--- src/sta_pkg.sv ---
// ----------------------------------------------------------------------------
// sta_pkg
// Shared types and constants for the sorted term accumulator: payload
// structs, term record, per-cell flags and the update operation codes.
// ----------------------------------------------------------------------------
package sta_pkg;

  localparam int unsigned MaxTermsDef = 64;
  localparam int unsigned CoefW       = 32;
  localparam int unsigned ExpW        = 16;
  localparam int unsigned StatusW     = 3;
  localparam int unsigned TotalW      = 7;

  typedef enum logic [StatusW-1:0] {
    StatIgnored  = 3'd0,
    StatMerged   = 3'd1,
    StatRemoved  = 3'd2,
    StatInserted = 3'd3,
    StatFullDrop = 3'd4
  } status_e;

  typedef enum logic [1:0] {
    OpNone,
    OpMerge,
    OpRemove,
    OpInsert
  } op_e;

  typedef enum logic {
    StIdle,
    StUpdate
  } state_e;

  typedef struct packed {
    logic signed [CoefW-1:0] coefficient;
    logic        [ExpW-1:0]  exponent;
  } in_t;

  typedef struct packed {
    status_e                 status;
    logic        [TotalW-1:0] term_total;
    logic signed [CoefW-1:0] coef_now;
  } out_t;

  typedef struct packed {
    logic [CoefW-1:0] coef;
    logic [ExpW-1:0]  expo;
  } term_t;

  typedef struct packed {
    logic gt;
    logic eq;
    logic zero;
  } flags_t;

endpackage

--- src/sta_cell.sv ---
// ----------------------------------------------------------------------------
// sta_cell
// One slot of the sorted term chain: holds a term, compares it against the
// incoming term, precomputes the saturated sum and shifts with its neighbors.
// ----------------------------------------------------------------------------
module sta_cell
  import sta_pkg::*;
(
  input  logic             clk_i,
  input  logic             rst_ni,
  input  logic             occ_i,
  input  logic             cmp_en_i,
  input  in_t              cmp_term_i,
  input  op_e              op_i,
  input  term_t            new_term_i,
  input  term_t            left_term_i,
  input  term_t            right_term_i,
  input  logic             left_gt_i,
  output term_t            term_o,
  output flags_t           flags_o,
  output logic [CoefW-1:0] pick_o
);

  term_t            term_q, term_d;
  flags_t           flags_q, flags_d;
  logic [CoefW-1:0] sum_q, sum_d;
  logic [CoefW:0]   sum_wide;

  // saturating add of held coefficient and incoming coefficient, and compare flags
  always_comb begin
    sum_wide = {term_q.coef[CoefW-1], term_q.coef}
             + {cmp_term_i.coefficient[CoefW-1], cmp_term_i.coefficient};
    if (sum_wide[CoefW] != sum_wide[CoefW-1]) begin
      sum_d = sum_wide[CoefW] ? {1'b1, {(CoefW-1){1'b0}}} : {1'b0, {(CoefW-1){1'b1}}};
    end else begin
      sum_d = sum_wide[CoefW-1:0];
    end
    flags_d.gt   = occ_i && (term_q.expo > cmp_term_i.exponent);
    flags_d.eq   = occ_i && (term_q.expo == cmp_term_i.exponent);
    flags_d.zero = flags_d.eq && (sum_d == '0);
  end

  always_ff @(posedge clk_i or negedge rst_ni) begin
    if (!rst_ni) begin
      flags_q <= '0;
    end else if (cmp_en_i) begin
      flags_q <= flags_d;
    end
  end

  always_ff @(posedge clk_i) begin
    if (cmp_en_i) begin
      sum_q <= sum_d;
    end
  end

  // local update, position taken from own and left neighbor compare flags
  always_comb begin
    term_d = term_q;
    unique case (op_i)
      OpMerge: begin
        if (flags_q.eq) term_d.coef = sum_q;
      end
      OpRemove: begin
        if (!flags_q.gt) term_d = right_term_i;
      end
      OpInsert: begin
        if (!left_gt_i) begin
          term_d = left_term_i;
        end else if (!flags_q.gt) begin
          term_d = new_term_i;
        end
      end
      default: term_d = term_q;
    endcase
  end

  always_ff @(posedge clk_i) begin
    term_q <= term_d;
  end

  assign term_o  = term_q;
  assign flags_o = flags_q;
  assign pick_o  = flags_q.eq ? sum_q : '0;

endmodule

--- config.mk ---
export PLATFORM = sky130hd
export DESIGN_NAME = sta_cell
export DESIGN_NICKNAME = d
export VERILOG_FILES = /design/src/sta_pkg.sv /design/src/sta_cell.sv
export SDC_FILE = /design/constraint.sdc
export NUM_CORES = 1
export LEC_CHECK = 0
export BUFFER_PORTS_ARGS = -buffer_cell sky130_fd_sc_hd__buf_2
export CAP_MARGIN = 20
export CORE_MARGIN = 4
export CORE_UTILIZATION = 25
export CTS_BUF_LIST = sky130_fd_sc_hd__clkbuf_8
export DETAILED_ROUTE_END_ITERATION = 8
export GPL_TIMING_DRIVEN = 0
export PLACE_DENSITY_LB_ADDON = 0.3
export SYNTH_ARGS = -nofsm -noshare
export SYNTH_HDL_FRONTEND = slang
export SYNTH_SLANG_ARGS = --single-unit
--- constraint.sdc ---
create_clock -name clk_i -period 10 [get_ports clk_i]
set_input_delay 2 -clock clk_i [delete_from_list [all_inputs] [get_ports clk_i]]
set_output_delay 2 -clock clk_i [all_outputs]
set_load 0.005 [all_outputs]
==> results of run 1 <==
synthesized netlist by cell type, drive strengths merged, types with 2 or more instances:
cell type | count | share of area (%)
o21bai | 5 | 0.53
o21a | 9 | 0.96
clkbuf | 36 | 2.0
nor3 | 11 | 0.78
mux2i | 51 | 7.2
xor2 | 7 | 0.87
o211ai | 8 | 0.85
dfrtp | 3 | 1.1
a31oi | 4 | 0.35
nand2 | 39 | 2.1
and3 | 5 | 0.44
o22ai | 3 | 0.27
nand4 | 12 | 1.1
ha | 48 | 8.5
nor4b | 2 | 0.25
nor4bb | 2 | 0.28
xnor2 | 15 | 1.9
nand3 | 14 | 0.99
edfxtp | 80 | 34
a21boi | 3 | 0.32
o21ai | 54 | 3.9
a21o | 47 | 5.0
nor4 | 5 | 0.44
mux2 | 2 | 0.32
a2111oi | 3 | 0.73
nor2 | 82 | 4.4
nor2b | 7 | 0.62
and2 | 37 | 3.3
buf | 12 | 0.83
inv | 37 | 2.0
a21oi | 64 | 4.6
o31ai | 5 | 0.53
o31a | 2 | 0.25
a21bo | 3 | 0.43
a211oi | 45 | 4.9
nand2b | 6 | 0.53
a221o | 2 | 0.28
routing by layer:
metal / routed length (µm) / share of wire [%] / track usage (%)
met5: 0 / 0 / 0
met4: 528 / 1.8 / 4.74
met3: 1510 / 5.2 / 3.25
met2: 14400 / 50 / 32.5
met1: 12600 / 43 / 22.5
stage by stage:
| step | power [mW] | setup slack [ns] |
|---|---|---|
| 6_report | 1.33 | 5.03 |
| 5_1_grt | 1.41 | 4.91 |
| 4_1_cts | 1.34 | 5.09 |
| 3_5_place_dp | 1.04 | 4.68 |
| 3_3_place_gp | 1.04 | 2.81 |
| 2_1_floorplan | 0.836 | 5.00 |
power by group through the flow:
stage | sequential (mW) | combinational [mW] | clock [mW]
6_report | 0.501 | 0.542 | 0.288
5_1_grt | 0.507 | 0.597 | 0.310
4_1_cts | 0.503 | 0.539 | 0.300
3_5_place_dp | 0.511 | 0.533 | 0
3_3_place_gp | 0.511 | 0.529 | 0
2_1_floorplan | 0.496 | 0.340 | 0
cell type report:
type,instances,area [µm²],area share (%)
Multi-Input combinational cell,619,4260,46.3
Sequential cell,83,2480,26.9
Timing Repair Buffer,282,1440,15.7
Tap cell,378,473,5.13
Buffer,48,199,2.16
Inverter,37,139,1.51
Clock buffer,9,124,1.34
Clock inverter,7,93.8,1.02
state kept, by name, summed over array words and instances, names as in the netlist:
name / count
flags_o: 3
term_o: 48
sum_q: 32
cells by family after synthesis:
group,share of synthesized area (%)
fa+ha+maj,8.79
buf+inv,4.78
mux,7.55
simple gates,15.6
xor+xnor,2.73
compound gates,25.5
flops,35.1
how the worst max path moves through the flow:
| stage | startpoint | depth (start not counted) | to | slack [ns] |
|---|---|---|---|---|
| floorplan | op_i[1] | 3 | term_o[16] | 5.00 |
| global placement | op_i[1] | 4 | term_o[31] | 2.81 |
| detailed placement | cmp_term_i[25] | 11 | sum_q[28] | 4.68 |
| CTS | cmp_term_i[25] | 11 | sum_q[28] | 5.09 |
| global route | cmp_term_i[25] | 11 | sum_q[28] | 4.91 |
| finish | cmp_term_i[25] | 11 | sum_q[28] | 5.03 |
cells in the final DEF (no fill, tap or decap), types with 4 or more instances in the layout:
cell      count
o211ai_1      8
nand2b_1      6
xnor2_1      15
clkbuf_1     32
a21o_1       47
nand3_1      14
clkbuf_2      4
o31ai_1       5
a31oi_1       4
and2_1       37
xor2_1        7
nand4_1      12
nand2_1      39
nor4_1        5
and3_1        5
nor2b_1       7
o21ai_0      49
edfxtp_1     80
buf_2       288
mux2i_1      51
ha_1         48
o21bai_1      5
a211oi_1     43
nor3_1       11
inv_1        37
clkbuf_8      9
a21oi_1      62
nor2_1       82
o21a_1        9
worst max-delay path, stage by stage:
cell and delay, ns:
buf_2 0.10, ha_1 0.30, clkbuf_2 0.16, a21oi_1 0.33
o21bai_1 0.17, a41oi_2 0.43, a2111oi_4 0.13, a211oi_1 0.41
o32a_1 0.37, clkbuf_1 0.39, o21ai_0 0.24
==> flow_metrics.env, run 1 <==
export IMPL_start_kind="primary input"
export IMPL_internal_power_mw=0.822
export IMPL_root_buffer="clkbuf_8"
export IMPL_cts_htree_levels=3
export IMPL_num_nets_final=1328
export IMPL_grt_ovfl_total=0
export IMPL_start_util_pct=25.4
export IMPL_dieArea_mm2=0.0310
export IMPL_syn_area_per_cell_um2=8.98
export IMPL_maxSlewViolCount=0
export IMPL_cap_violations=0
export IMPL_drc=0
export IMPL_io_pins=282
export IMPL_vias=7180
export IMPL_antenna_found_initial=0
export IMPL_core_area_mm2=0.0279
export IMPL_tightest_slew_ns=1.08
export IMPL_crit_arrival_ns=5.05
export IMPL_wl_per_cell_um=19.8
export IMPL_fmax_mhz=201
export IMPL_rsz0062_at_grt="false"
export IMPL_hold_class="flip-flop to flip-flop"
export IMPL_num_rows=61
export IMPL_clock_skew_final_ns=0.0167
export IMPL_relSlewSlack_pct=27.8
export IMPL_grt_pass1_wl_um=42500
export IMPL_routed_wl_um=29000
export IMPL_synth_edf_count=80
export IMPL_track_usage_pct=18.2
export IMPL_io_buffers=280
export IMPL_r2r_slack_ns=6.30
export IMPL_min_delay_start="sum_q[0]"
export IMPL_swShare_pct=38.2
export IMPL_combPwrFrac_pct=40.7
export IMPL_r2r_start="term_o[25]"
export IMPL_status="finished clean"
export IMPL_clockBufferDepth=2
export IMPL_place_congestion=0.886
export IMPL_die_height_um=176
export IMPL_timing_hold_ws_ns=0.548
export IMPL_p_leak_nw=4.27
export IMPL_clockPowerShare_pct=21.6
export IMPL_cp_max_fo=10
export IMPL_grt_max_degree=38
export IMPL_crit_required_ns=10.08
export IMPL_yosysWarningCount=0
export IMPL_dp_cells=1447
export IMPL_peakVddDrop_uv=71.2
export IMPL_whs_endpoint="term_o[16]"
export IMPL_p_switching_mw=0.509
export IMPL_power_density_mw_per_mm2=144
export IMPL_drtAntennaViolNets=0
export IMPL_syn_to_final_growth_pct=30.4
export IMPL_postLayoutCoreUtil_pct=33.1
export IMPL_async_reset_ff_share_pct=3.61
export IMPL_nFillCells=2988
export IMPL_cts_tree="built"
export IMPL_ys_ff_latch=83
export IMPL_dpl_hpwl_um=24600
export IMPL_hold_violations=0
export IMPL_grt_pass1_vias=7318
export IMPL_first_pass_iters=5
export IMPL_cts_setup_buffers=0
export IMPL_pwr_share_seq_pct=37.7
export IMPL_via_per_inst=4.91
export IMPL_finalCritPeriodShare_pct=49.7
export IMPL_min_period_ns=4.97
export IMPL_syn_nets=1035
export IMPL_yosysSeqAreaShare_pct=35.1
export IMPL_setup_viol=0
export IMPL_hold_depth=1
export IMPL_holdBufCountCts=0
export IMPL_yosysUniqueCellTypes=65
export IMPL_ctsResizeCount=0
export IMPL_rr_worst_depth=10
export IMPL_fin_cells=1463
export IMPL_chipWidth_um=176
export IMPL_clock_latency_ns=0.39
export IMPL_cts_buffers=9
export IMPL_synth_flop_cell="edfxtp_1"
export IMPL_drive_gt1_share_pct=30.0
export IMPL_syn_cell_area_mm2=0.00706
export IMPL_synthCells=787
export IMPL_stdcell_area_mm2=0.00921
export IMPL_crit_type="primary input to flip-flop"
export IMPL_placed_area_mm2=0.00900
export IMPL_setup_tns_ns=0
export IMPL_end_kind="flip-flop"
export IMPL_n_antenna_cell=0
export IMPL_drt_iter0_markers=303
export IMPL_reg2reg_to="sum_q[28]"
export IMPL_cts_sinks=83
export IMPL_clk_pin_slew_ns=0.09
No activity file was read; power rests on OpenSTA's default activity.
==> run 2: changes to the inputs <==
Settings changed: ABC_AREA set to 1.
Clock period 10 ns to 4.5 ns, I/O delays scaled along.
==> run 2 against run 1 <==
  * Sequential share of layout area rose by 0.12 points
  * Power increased by 120%
  * Register-to-register slack worse by 5.0 ns
  * Synthesized cell count is 29% higher
  * Count of clock-buffer cells in the layout is the same
  * Core utilization fell by 0.062 points
  * Clock power increased by 140%
  * Largest power group unchanged
  * Highest routed layer unchanged
==> flow_metrics.env, run 2 <==
export IMPL_holdBufCountCts=0
export IMPL_hold_violations=0
export IMPL_crit_required_ns=4.60
export IMPL_syn_nets=1263
export IMPL_cts_buffers=9
export IMPL_power_density_mw_per_mm2=326
export IMPL_yosysUniqueCellTypes=35
export IMPL_largest_reg_flops=48
export IMPL_relSlewSlack_pct=40.1
export IMPL_core_area_mm2=0.0278
export IMPL_syn_area_per_cell_um2=6.93
export IMPL_setup_tns_ns=0
export IMPL_finalCritPeriodShare_pct=74.4
export IMPL_cap_violations=0
export IMPL_timing_hold_ws_ns=0.302
export IMPL_track_usage_pct=18.5
export IMPL_rr_worst_depth=16
export IMPL_ys_ff_latch=83
export IMPL_reg2reg_to="sum_q[11]"
export IMPL_grt_pass1_vias=7858
export IMPL_end_kind="flip-flop"
export IMPL_syn_cell_area_mm2=0.00704
export IMPL_min_period_ns=3.35
export IMPL_p_leak_nw=4.87
export IMPL_num_nets_final=1556
export IMPL_start_util_pct=25.3
export IMPL_synth_top_cell_by_area="edfxtp_1"
export IMPL_mostFrequentLayoutCells="nand2_1, buf_2, inv_1"
export IMPL_wl_per_cell_um=17.5
export IMPL_place_congestion=0.870
export IMPL_die_height_um=176
export IMPL_clock_skew_final_ns=0.0209
export IMPL_num_rows=61
export IMPL_async_reset_ff_share_pct=3.61
export IMPL_first_pass_iters=5
export IMPL_yosysSeqAreaShare_pct=35.2
export IMPL_synthTopCellsByArea="edfxtp_1, nand2_1, ha_1"
export IMPL_dieArea_mm2=0.0309
export IMPL_r2r_start="term_o[16]"
export IMPL_routed_top_layer="met4"
export IMPL_seq_area_mm2=0.00248
export IMPL_synthTopCellsByCount="nand2_1, inv_1, nor2_1, a21oi_1, edfxtp_1"
export IMPL_syn_to_final_growth_pct=30.4
export IMPL_drc=0
export IMPL_multi_input_area_mm2=0.00390
export IMPL_start_kind="primary input"
export IMPL_status="finished clean"
export IMPL_drt_iter0_markers=409
export IMPL_dp_cells=1675
export IMPL_clockBufferDepth=2
export IMPL_hold_class="primary input to asynchronous set/reset pin"
export IMPL_drive_gt1_share_pct=25.8
export IMPL_dpl_hpwl_um=24500
export IMPL_io_buffers=281
export IMPL_tightest_slew_ns=0.897
export IMPL_grt_ovfl_total=0
export IMPL_postLayoutCoreUtil_pct=33.0
export IMPL_fin_cells=1691
export IMPL_peakVddDrop_uv=185
export IMPL_io_pins=282
export IMPL_routed_wl_um=29600
export IMPL_crit_arrival_ns=3.45
export IMPL_root_buffer="clkbuf_8"
export IMPL_synth_flop_cell="edfxtp_1"
export IMPL_cts_setup_buffers=0
export IMPL_ctsResizeCount=0
export IMPL_wl_met1_um=13400
export IMPL_grt_max_degree=37
export IMPL_grt_pass1_wl_um=43700
export IMPL_met2_length_um=14600
export IMPL_cts_sinks=83
export IMPL_drtAntennaViolNets=0
export IMPL_chipWidth_um=176
export IMPL_nFillCells=3170
export IMPL_finalPower_mw=2.99
export IMPL_crit_start="cmp_term_i[16]"
export IMPL_synth_edf_count=80
export IMPL_setup_viol=0
export IMPL_antenna_found_initial=0
export IMPL_yosysWarningCount=0
export IMPL_final_common_cell="nand2_1"
export IMPL_maxSlewViolCount=0
export IMPL_synthCells=1015
export IMPL_clk_pin_slew_ns=0.10
export IMPL_via_per_inst=4.56
export IMPL_fmax_mhz=299
export IMPL_vias=7705
export IMPL_n_antenna_cell=0
export IMPL_met3WireLength_um=1310
export IMPL_yosysMostFrequentCell="nand2_1"
export IMPL_cp_max_fo=10
export IMPL_cts_tree="built"
export IMPL_clock_latency_ns=0.38
export IMPL_worstSetupEndpoint="sum_q[11]"
export IMPL_r2r_slack_ns=1.30
export IMPL_crit_type="primary input to flip-flop"
export IMPL_rsz0062_at_grt="false"
export IMPL_synth_top_area_share_pct=34.1
export IMPL_cts_htree_levels=3
[run 2: worst min-delay path by stage]
| stage | start | endpoint | depth (start not counted) |
|---|---|---|---|
| 6_report | rst_ni | flags_o[0] | 1 |
| 5_1_grt | rst_ni | flags_o[0] | 1 |
| 4_1_cts | rst_ni | flags_o[0] | 1 |
| 3_5_place_dp | flags_o[0] | flags_o[0] | 2 |
| 3_3_place_gp | flags_o[0] | flags_o[0] | 2 |
| 2_1_floorplan | flags_o[0] | flags_o[0] | 2 |
[run 2: kinds of logic after synthesis]
family                     synth area share (%)
and+or+nand+nor                            29.8
AOI/OAI and AO/OA                          14.7
buffers and inverters                      9.43
DFF                                        35.2
adders and majority gates                  8.82
xor gates and xnor gates                   1.99
[run 2: routing by layer]
metal / up-vias / track usage [%]
li1: 3898 / -
met2: 206 / 32.8
met3: 15 / 2.73
met4: 0 / 3.64
met1: 3586 / 24.1
met5: - / 0
[run 2: stage by stage]
stage	instance area [µm²]	setup slack, ns
2_1_floorplan	7040	1.52
3_5_place_dp	8930	0.804
3_3_place_gp	8910	0.509
4_1_cts	9170	1.19
5_1_grt	9170	0.930
6_report	9170	1.15
[run 2: power by group]
group          switching [mW]  leakage [nW]  internal, mW  total (mW)
registers              0.0910         0.820          1.03        1.12
logic                   0.752          3.93         0.416        1.17
clock network           0.328         0.121         0.369       0.697
[run 2: final cells by class]
type / instances / area share (%)
Tap cell: 378 / 5.16
Sequential cell: 83 / 27.0
Inverter: 143 / 5.85
Timing Repair Buffer: 282 / 15.5
Clock inverter: 7 / 1.27
Multi-Input combinational cell: 758 / 42.5
Clock buffer: 9 / 1.35
Buffer: 31 / 1.38
[run 2: worst max-delay path, cell delays in order]
cell and delay, ns:
buf_2 0.08, ha_1 0.20, inv_1 0.08, fa_1 0.41
inv_1 0.07, nand2_1 0.04, nand2_1 0.08, nand3_1 0.13
nand2_2 0.15, nand2_2 0.08, nand2_4 0.09, nand2_2 0.08
nand3_1 0.08, nand2_1 0.09, nand2_1 0.28, clkbuf_1 0.42
nand2_1 0.17
